==> src/rtl/core/tht_pkg.sv <==
`default_nettype none

package tht_pkg;

    localparam int ID_W        = 5;
    localparam int COORD_W     = 16;
    localparam int REGIONS_DEF = 32;
    localparam int QDEPTH      = 2;
    localparam int QPTR_W      = 1;
    localparam int QCNT_W      = 2;

    typedef enum logic [1:0] {
        REQ_TOUCH = 2'd0,
        REQ_REG   = 2'd1,
        REQ_CLEAR = 2'd2,
        REQ_QUERY = 2'd3
    } t_req;

    typedef enum logic [1:0] {
        KIND_IDLE    = 2'd0,
        KIND_PRESS   = 2'd1,
        KIND_HOLD    = 2'd2,
        KIND_RELEASE = 2'd3
    } t_kind;

    typedef enum logic [2:0] {
        OP_TOUCH,
        OP_SCAN,
        OP_REG,
        OP_CLEAR,
        OP_QUERY
    } t_op;

    typedef enum logic [0:0] {
        S_IDLE,
        S_SCAN
    } t_state;

    typedef struct packed {
        logic [COORD_W-1:0] x;
        logic [COORD_W-1:0] y;
        logic [COORD_W-1:0] w;
        logic [COORD_W-1:0] h;
    } t_rect;

    // one classified request waiting for the back end
    typedef struct packed {
        t_op             op;
        t_kind           kind;
        logic [ID_W-1:0] id;
        t_rect           rect;
    } t_qent;

    typedef struct packed {
        t_kind           kind;
        logic            hit;
        logic [ID_W-1:0] hit_region;
        logic            released_flag;
        logic            error;
    } t_res;

    // inclusive bounds, 17-bit far edges
    function automatic logic rect_contains(input t_rect r,
                                           input logic [COORD_W-1:0] px,
                                           input logic [COORD_W-1:0] py);
        logic [COORD_W:0] x1;
        logic [COORD_W:0] y1;
        x1 = {1'b0, r.x} + {1'b0, r.w};
        y1 = {1'b0, r.y} + {1'b0, r.h};
        return (px >= r.x) && (py >= r.y) &&
               ({1'b0, px} <= x1) && ({1'b0, py} <= y1);
    endfunction

endpackage

`default_nettype wire

==> src/rtl/core/tht_front.sv <==
`default_nettype none

module tht_front import tht_pkg::*; (
    input  wire                 i_clk,
    input  wire                 i_rst_n,
    input  wire                 start,
    output logic                busy,
    input  wire [1:0]           i_req_type,
    input  wire [ID_W-1:0]      i_region_id,
    input  wire [COORD_W-1:0]   i_pos_x,
    input  wire [COORD_W-1:0]   i_pos_y,
    input  wire [COORD_W-1:0]   i_size_w,
    input  wire [COORD_W-1:0]   i_size_h,
    input  wire                 i_touch_up,
    input  wire                 i_touch_held,
    output t_qent               o_head,
    output logic                o_head_vld,
    input  wire                 i_pop
);

    t_qent              r_q [QDEPTH];
    logic [QPTR_W-1:0]  r_wptr;
    logic [QPTR_W-1:0]  r_rptr;
    logic [QCNT_W-1:0]  r_count;
    t_qent              ent;
    t_kind              kind;
    logic               push;
    logic               pop;

    always_comb begin
        if (i_touch_held && i_touch_up) begin
            kind = KIND_RELEASE;
        end else if (i_touch_held) begin
            kind = KIND_HOLD;
        end else if (!i_touch_up) begin
            kind = KIND_PRESS;
        end else begin
            kind = KIND_IDLE;
        end

        ent.kind   = KIND_IDLE;
        ent.id     = i_region_id;
        ent.rect.x = i_pos_x;
        ent.rect.y = i_pos_y;
        ent.rect.w = i_size_w;
        ent.rect.h = i_size_h;
        case (t_req'(i_req_type))
            REQ_TOUCH: begin
                ent.kind = kind;
                ent.op   = (kind == KIND_PRESS || kind == KIND_RELEASE) ? OP_SCAN
                                                                         : OP_TOUCH;
            end
            REQ_REG:   ent.op = OP_REG;
            REQ_CLEAR: ent.op = OP_CLEAR;
            REQ_QUERY: ent.op = OP_QUERY;
            default:   ent.op = OP_QUERY;
        endcase
    end

    assign busy       = (r_count == QCNT_W'(QDEPTH));
    assign push       = start && !busy;
    assign pop        = i_pop && o_head_vld;
    assign o_head_vld = (r_count != '0);
    assign o_head     = r_q[r_rptr];

    always_ff @(posedge i_clk) begin
        if (!i_rst_n) begin
            r_wptr  <= '0;
            r_rptr  <= '0;
            r_count <= '0;
        end else begin
            if (push) begin
                r_wptr <= r_wptr + QPTR_W'(1);
            end
            if (pop) begin
                r_rptr <= r_rptr + QPTR_W'(1);
            end
            case ({push, pop})
                2'b10:   r_count <= r_count + QCNT_W'(1);
                2'b01:   r_count <= r_count - QCNT_W'(1);
                default: r_count <= r_count;
            endcase
        end
    end

    always_ff @(posedge i_clk) begin
        if (push) begin
            r_q[r_wptr] <= ent;
        end
    end

endmodule

`default_nettype wire

==> src/rtl/core/tht_back.sv <==
`default_nettype none

module tht_back import tht_pkg::*; #(
    parameter int REGIONS = REGIONS_DEF
) (
    input  wire    i_clk,
    input  wire    i_rst_n,
    input  t_qent  i_head,
    input  wire    i_head_vld,
    output logic   o_pop,
    output logic   o_valid,
    output t_res   o_res
);

    localparam int IW = (REGIONS > 1) ? $clog2(REGIONS) : 1;

    t_rect               r_mem [REGIONS];
    t_rect               r_rd_data;
    logic [REGIONS-1:0]  r_slot_valid;
    logic [REGIONS-1:0]  r_slot_rel;

    t_state              r_state, n_state;
    logic [IW-1:0]       r_idx, n_idx;
    t_qent               r_cur, n_cur;
    logic                r_valid, n_valid;
    t_res                r_res, n_res;

    logic [IW-1:0]       rd_addr;
    logic [IW-1:0]       slot;
    logic                in_range;
    logic                slot_live;
    logic                scan_hit;
    logic                scan_last;
    logic                do_reg;
    logic                do_clr;
    logic                do_rel;
    logic                rel_val;

    assign slot      = IW'(i_head.id);
    assign in_range  = 32'(i_head.id) < REGIONS;
    assign slot_live = in_range && r_slot_valid[slot];
    assign scan_hit  = r_slot_valid[r_idx] &&
                       rect_contains(r_rd_data, r_cur.rect.x, r_cur.rect.y);
    assign scan_last = (r_idx == IW'(REGIONS - 1));

    always_comb begin
        n_state = r_state;
        n_idx   = r_idx;
        n_cur   = r_cur;
        n_valid = 1'b0;
        n_res   = '0;
        o_pop   = 1'b0;
        rd_addr = '0;
        do_reg  = 1'b0;
        do_clr  = 1'b0;
        do_rel  = 1'b0;
        rel_val = (r_cur.kind == KIND_RELEASE);

        case (r_state)
            S_IDLE: begin
                if (i_head_vld) begin
                    o_pop = 1'b1;
                    case (i_head.op)
                        OP_SCAN: begin
                            // read of slot 0 goes out now, compared next cycle
                            n_cur   = i_head;
                            n_idx   = '0;
                            n_state = S_SCAN;
                        end
                        OP_TOUCH: begin
                            n_valid    = 1'b1;
                            n_res.kind = i_head.kind;
                        end
                        OP_REG: begin
                            n_valid = 1'b1;
                            do_reg  = in_range;
                        end
                        OP_CLEAR: begin
                            n_valid     = 1'b1;
                            do_clr      = slot_live;
                            n_res.error = !slot_live;
                        end
                        OP_QUERY: begin
                            n_valid             = 1'b1;
                            n_res.error         = !slot_live;
                            n_res.released_flag = slot_live && r_slot_rel[slot];
                        end
                        default: begin
                            n_valid = 1'b1;
                        end
                    endcase
                end
            end
            S_SCAN: begin
                rd_addr    = r_idx + IW'(1);
                n_idx      = r_idx + IW'(1);
                n_res.kind = r_cur.kind;
                if (scan_hit || scan_last) begin
                    n_valid          = 1'b1;
                    n_res.hit        = scan_hit;
                    n_res.hit_region = scan_hit ? ID_W'(r_idx) : '0;
                    do_rel           = scan_hit;
                    n_state          = S_IDLE;
                end
            end
            default: begin
                n_state = S_IDLE;
            end
        endcase
    end

    always_ff @(posedge i_clk) begin
        if (!i_rst_n) begin
            r_state <= S_IDLE;
            r_valid <= 1'b0;
        end else begin
            r_state <= n_state;
            r_valid <= n_valid;
        end
    end

    always_ff @(posedge i_clk) begin
        r_idx <= n_idx;
        r_cur <= n_cur;
        r_res <= n_res;
    end

    always_ff @(posedge i_clk) begin
        if (!i_rst_n) begin
            r_slot_valid <= '0;
            r_slot_rel   <= '0;
        end else begin
            if (do_reg) begin
                r_slot_valid[slot] <= 1'b1;
                r_slot_rel[slot]   <= 1'b0;
            end
            if (do_clr) begin
                r_slot_valid[slot] <= 1'b0;
            end
            if (do_rel) begin
                r_slot_rel[r_idx] <= rel_val;
            end
        end
    end

    always_ff @(posedge i_clk) begin
        if (do_reg) begin
            r_mem[slot] <= i_head.rect;
        end
        r_rd_data <= r_mem[rd_addr];
    end

    assign o_valid = r_valid;
    assign o_res   = r_res;

    a_hit_needs_scan: assert property (@(posedge i_clk) disable iff (!i_rst_n)
        r_valid && r_res.hit |-> r_res.kind == KIND_PRESS || r_res.kind == KIND_RELEASE)
        else $error("hit reported for a request that does not search");

    a_hit_err_excl: assert property (@(posedge i_clk) disable iff (!i_rst_n)
        r_valid |-> !(r_res.hit && r_res.error))
        else $error("hit and error in the same result");

    a_scan_ends: assert property (@(posedge i_clk) disable iff (!i_rst_n)
        r_state == S_SCAN && (scan_hit || scan_last) |=> r_valid && r_state == S_IDLE)
        else $error("finished search gave no result");

    a_pop_head: assert property (@(posedge i_clk) disable iff (!i_rst_n)
        o_pop |-> i_head_vld && r_state == S_IDLE)
        else $error("queue popped while empty or mid search");

    a_hit_slot_valid: assert property (@(posedge i_clk) disable iff (!i_rst_n)
        r_state == S_SCAN && scan_hit |=> r_slot_valid[$past(r_idx)])
        else $error("hit on an empty slot");

endmodule

`default_nettype wire

==> src/rtl/core/touch_region_hit_tester_core.sv <==
`default_nettype none

// touch region hit tester
// one request channel: the request fields are taken at a rising edge where
// start is high and busy is low. busy rises only when the two-entry request
// queue is full, so up to two requests can be taken while a search runs.
// one result per request on the o_ fields, marked by o_valid for exactly one
// cycle; the receiver cannot hold results off and none is needed, since the
// back end never waits on the output.
// register, clear, query, hold and idle move pass through the queue and the
// result register to o_valid; the back end takes one such request per cycle
// while no search runs. press and release walk the rectangle memory one
// slot per cycle from slot 0 and stop at the first hit, else at the last slot.
// the search rate is set by the single read port of the rectangle memory.
// reset (synchronous, active low) empties the queue and drops every valid
// mark and released flag at once; no clearing pass, the block takes a request
// as soon as reset is released.
module touch_region_hit_tester_core import tht_pkg::*; #(
    parameter int REGIONS = REGIONS_DEF
) (
    input  wire                 i_clk,
    input  wire                 i_rst_n,
    input  wire                 start,
    output logic                busy,
    input  wire [1:0]           i_req_type,
    input  wire [ID_W-1:0]      i_region_id,
    input  wire [COORD_W-1:0]   i_pos_x,
    input  wire [COORD_W-1:0]   i_pos_y,
    input  wire [COORD_W-1:0]   i_size_w,
    input  wire [COORD_W-1:0]   i_size_h,
    input  wire                 i_touch_up,
    input  wire                 i_touch_held,
    output logic                o_valid,
    output logic [1:0]          o_touch_kind,
    output logic                o_hit,
    output logic [ID_W-1:0]     o_hit_region,
    output logic                o_released_flag,
    output logic                o_error
);

    t_qent  head;
    logic   head_vld;
    logic   pop;
    t_res   res;

    tht_front u_front (
        .i_clk        (i_clk),
        .i_rst_n      (i_rst_n),
        .start        (start),
        .busy         (busy),
        .i_req_type   (i_req_type),
        .i_region_id  (i_region_id),
        .i_pos_x      (i_pos_x),
        .i_pos_y      (i_pos_y),
        .i_size_w     (i_size_w),
        .i_size_h     (i_size_h),
        .i_touch_up   (i_touch_up),
        .i_touch_held (i_touch_held),
        .o_head       (head),
        .o_head_vld   (head_vld),
        .i_pop        (pop)
    );

    tht_back #(
        .REGIONS (REGIONS)
    ) u_back (
        .i_clk      (i_clk),
        .i_rst_n    (i_rst_n),
        .i_head     (head),
        .i_head_vld (head_vld),
        .o_pop      (pop),
        .o_valid    (o_valid),
        .o_res      (res)
    );

    assign o_touch_kind    = res.kind;
    assign o_hit           = res.hit;
    assign o_hit_region    = res.hit_region;
    assign o_released_flag = res.released_flag;
    assign o_error         = res.error;

endmodule

`default_nettype wire

==> config.mk <==
export PLATFORM = sky130hd
export DESIGN_NAME = touch_region_hit_tester_core
export DESIGN_NICKNAME = d
export VERILOG_FILES = /design/src/rtl/core/tht_pkg.sv /design/src/rtl/core/tht_front.sv /design/src/rtl/core/tht_back.sv /design/src/rtl/core/touch_region_hit_tester_core.sv
export SDC_FILE = /design/constraint.sdc
export NUM_CORES = 2
export LEC_CHECK = 0
export BUFFER_PORTS_ARGS = -buffer_cell sky130_fd_sc_hd__buf_2
export CORE_MARGIN = 2
export CORE_UTILIZATION = 57
export DETAILED_ROUTE_END_ITERATION = 6
export GPL_ROUTABILITY_DRIVEN = 0
export GPL_TIMING_DRIVEN = 0
export PLACE_DENSITY = 0.77
export SYNTH_ARGS = -nofsm -noshare
export SYNTH_HDL_FRONTEND = slang
export SYNTH_SLANG_ARGS = --single-unit
==> constraint.sdc <==
create_clock -name i_clk -period 4.7 [get_ports i_clk]
set_input_delay 0.47 -clock i_clk [delete_from_list [all_inputs] [get_ports i_clk]]
set_output_delay 0.47 -clock i_clk [all_outputs]
set_load 0.01 [all_outputs]
==> metrics.txt <==
status=finished, violations left; failing checks=capacitance limit, slew limit, setup timing; Die Ht=around 410 um; core outline area=163000 sq um; layout cell share with drive strength beyond 1=between 10% and 20%; DRT Pass-1 Iters=7; share of power burned in registers=between 40 and 50%; Final Cycle Share=103.5%; worst clock skew=between 0.07 and 0.08 ns; crit-path most repeated cell=buf_2; delay-heaviest family, CP=buffers and inverters; DR iter-0 viols=about 11000; final hold viol count=0; CTS tree=built; WL/cell=30.13 um; reg2reg path depth=11; initial antenna violation count=25; DR vias=63590; largest net degree at the start of global routing=between 40 and 50; Num CTS Buffers=223; Tot Pwr=between 50 and 60 mW; Yosys top cell area share=71.70%; VDD IR max=0.5174 mV; CP peak stage delay=~0.79 ns; Seq/Total Area, Yosys=74.80%; hold path depth=3; dpl cells=between 8000 and 9000; Clock Pin Slew Worst Setup and Hold Paths=~0.060 ns; clk buf depth=3; Fmax=slightly above 200 MHz; Internal=approximately 38 mW; CTS HTree Levels=4; Die Width=~410 um; largest cells by area after synthesis=edfxtp_1 72%, o221ai_1 4.8%, nand2_1 4.7%; count of flip-flops with a built-in enable after synthesis=2235; row count=approximately 150; vias per cell=between 6 and 7; Area Overhead vs Synth=14.53%; fin crit period=roughly 4.9 ns; Final setup viols=10; Clk Latency, worst-skew pair=around 0.9 ns; Max-Cap Viols=1; vias in the first global route=between 60000 and 70000; headroom to the max-slew limit=-2.914%; Setup CP Type=flop to flop; count of final max-slew check failures=11; clock root buffer=clkbuf_16; PwrDens=slightly below 500 nW/um^2; Antenna Nets Post-Route=0; Final WS setup=-0.1648 ns; Leakage=approximately 35 nW; Ports=slightly below 90; HP Class=input pin to flop; final WL=280600 um; Clock Power Share=34.5%; Initial Utilization=57.44%; nature of the critical path startpoint=flop; Place WS=-1.227 ns; Final Hold Slack=between 0.05 and 0.06 ns; fin nets=7110; r2r startpoint=u_back.r_idx[0]; worst r2r dst=u_back.r_rd_data[5]; post-synth top area cell=edfxtp_1; Buffers & Inverters on Critical Path=6; WP data arrival=5.55 ns; register area=between 70000 and 80000 sq um; drc violations=0; worst-path fanout max=10; filler cell count=between 10000 and 15000; synthesized area=approximately 94000 sq um; # clock sinks=about 2400; GRT Total Usage=32.87%; CP required=about 5.4 ns; die area=about 170000 sq um; grt total ovfl=0; Crit-path slowest cell=o31ai_1; Async SR Flop Fraction=0%; HP Start=i_req_type[1]; PortBufs=86; Synth Warn #=0; total net switching power=15.00 mW; Yosys reg bits=around 2400; Main synth FF type=edfxtp_1; Cells after Synth=6464; Combinational Power Share=approximately 17%; post-synthesis cell type count=between 60 and 70; first-pass GRT wire length=roughly 400000 um; Post-Syn Nets=roughly 6600; cell breakdown of the critical path=buf_2 > buf_6 > buf_2 > nand3_1 > xnor2_1 > nand2_1 > inv_1 > clkbuf_2 > clkbuf_1 > a311oi_1 > o31ai_1; FF-to-FF setup slack=-0.16 ns; multi-input logic area=22130 sq um; dpl hpwl=approximately 190000 um; Crit. End Element=flop; RSZ-0062 raised after global routing=true; Tightest Pin Transition=between 1.5 and 2 ns; Sw Share=between 20% and 30%; Synth Area per Inst=roughly 14 sq um; non-filler instance count after layout=roughly 9300; Worst Hold End=u_front.r_q[1][72]
## cell type report
type	instances	area share, %
Antenna cell	13	0.03034
Buffer	494	1.888
Clock buffer	293	5.723
Clock inverter	132	1.210
Inverter	56	0.1961
Multi-Input combinational cell	3534	20.64
Sequential cell	2380	65.32
Tap cell	2175	2.538
Timing Repair Buffer	236	2.453
## flip-flops by register name, indices dropped and copies added (netlist names), 2 cells and up, named ones only
| signal | flops |
|---|---|
| u_back.r_mem | 2048 |
| u_front.r_q | 148 |
| u_back.r_rd_data | 64 |
| u_back.r_cur | 34 |
| u_back.r_slot_rel | 32 |
| u_back.r_slot_valid | 32 |
| u_back.o_res | 10 |
| u_back.r_idx | 5 |
| u_front.r_count | 2 |
## synthesized netlist by cell type (all sizes together), types with 6 or more instances
cell type and count:
a211oi 9, a21o 18, a21oi 358, a311oi 193, a31oi 71, and2 12, and3 7, buf 39
clkbuf 455, dfxtp 145, edfxtp 2235, ha 107, inv 56, mux2 75, mux2i 62, nand2 1166
nand2b 12, nand3 541, nand4 9, nor2 65, nor2b 6, nor3 33, nor4 6, o211ai 35
o21a 8, o21ai 33, o221a 32, o221ai 512, o22ai 12, o31ai 67, or3 8, xnor2 12
xor2 18
## cell usage in the layout, fill, tap and decap left out, types with 12 or more instances in the layout
cell type      count
diode_2           13
ha_1             103
clkbuf_16        225
inv_1             53
mux2i_1           62
a311oi_1         192
nand2_1         1163
buf_1             19
a21oi_1          354
mux2_2            74
buf_2            105
bufinv_16         16
a31oi_1           70
xor2_1            18
dlygate4sd3_1     72
o221a_1           32
nor2_1            32
nand3_1          541
clkbuf_1         451
clkbuf_8          25
buf_12            70
nand2b_1          12
xnor2_1           12
and2_1            12
o22ai_1           12
o211ai_1          35
a21o_1            18
dfxtp_1          139
o31ai_1           56
clkinv_1          33
o21ai_0           29
o221ai_1         512
nor2_4            33
clkinv_2          54
nor3_1            13
clkbuf_2          36
edfxtp_1        2235
## per-layer routing
layer / global-route usage (%) / up-vias / share of wire (%) / routed length, um
met3: 9.496 / 1005 / 14 / 38080
met5: 0 / - / 0.071 / 200
met2: 50.69 / 5094 / 46 / 128100
met1: 41.64 / 31100 / 34 / 96190
li1: - / 26360 / - / -
met4: 19.34 / 28 / 6.4 / 18030
## how the worst max path moves through the flow
| stage | start | endpoint | slack (ns) | cells after the start |
|---|---|---|---|---|
| after global placement | u_front.r_count[0] | u_back.r_slot_valid[11] | -3.68 | 8 |
| after detailed placement | u_back.r_idx[0] | u_back.r_rd_data[1] | -1.23 | 12 |
| after CTS | u_back.r_idx[0] | u_back.r_rd_data[2] | 0.02 | 11 |
| after global routing | u_back.r_rd_data[5] | u_back.r_slot_rel[5] | -0.02 | 19 |
| after floorplan | flop | u_back.r_slot_valid[19] | -0.31 | 10 |
| final | u_back.r_idx[0] | u_back.r_rd_data[5] | -0.16 | 11 |
## per-stage QoR
| stage | utilization [%] | cell area [sq um] | TNS [ns] |
|---|---|---|---|
| 2_1_floorplan | - | 93650 | -114.70 |
| 3_3_place_gp | 59.40 | 96800 | -4962.49 |
| 3_5_place_dp | 60.44 | 98490 | -49.88 |
| 4_1_cts | 65.61 | 106900 | 0 |
| 5_1_grt | 65.77 | 107200 | -0.06505 |
| 6_report | 65.79 | 107200 | -0.4074 |
## timing repair
item,in CTS,in global routing
endpoints found under the hold margin,142,0
resized for setup,60,81
buffers inserted,2,4
cloned,0,0
endpoints found under the setup margin,104,57
pin swaps,2,21
hold buffers,72,0
## cells by family (layout without fill, tap and decap cells)
| family | count (synthesis) | in the layout | share of synthesized area, % |
|---|---|---|---|
| XOR/XNOR | 30 | 30 | 0.2807 |
| flip-flops | 2380 | 2380 | 74.80 |
| multiplexers | 141 | 141 | 1.665 |
| AND/OR/NAND/NOR | 1880 | 1880 | 8.533 |
| adder cells (fa/ha/maj) | 109 | 109 | 1.473 |
| buffers and inverters | 550 | 1211 | 2.278 |
| AO/OA/AOI/OAI | 1374 | 1374 | 10.97 |
| other | 0 | 13 | 0 |
## worst register-to-register path: cells and delay by family, from the launching register on
| family | cells | cell delay (ns) |
|---|---|---|
| simple gates | 2 | 0.50 |
| buf+inv | 6 | 2.67 |
| compound gates | 2 | 0.95 |
| xor+xnor | 1 | 0.21 |
| flops | 1 | 0.38 |
## power groups by stage
stage	sequential [mW]	combinational, mW	clock [mW]
floorplan	25.7	5.07	0
global placement	26.0	7.89	0
detailed placement	25.9	8.35	0
CTS	25.5	8.59	18.1
global route	25.5	9.61	18.9
finish	25.5	9.04	18.2
No activity file was read; power rests on OpenSTA's default activity.
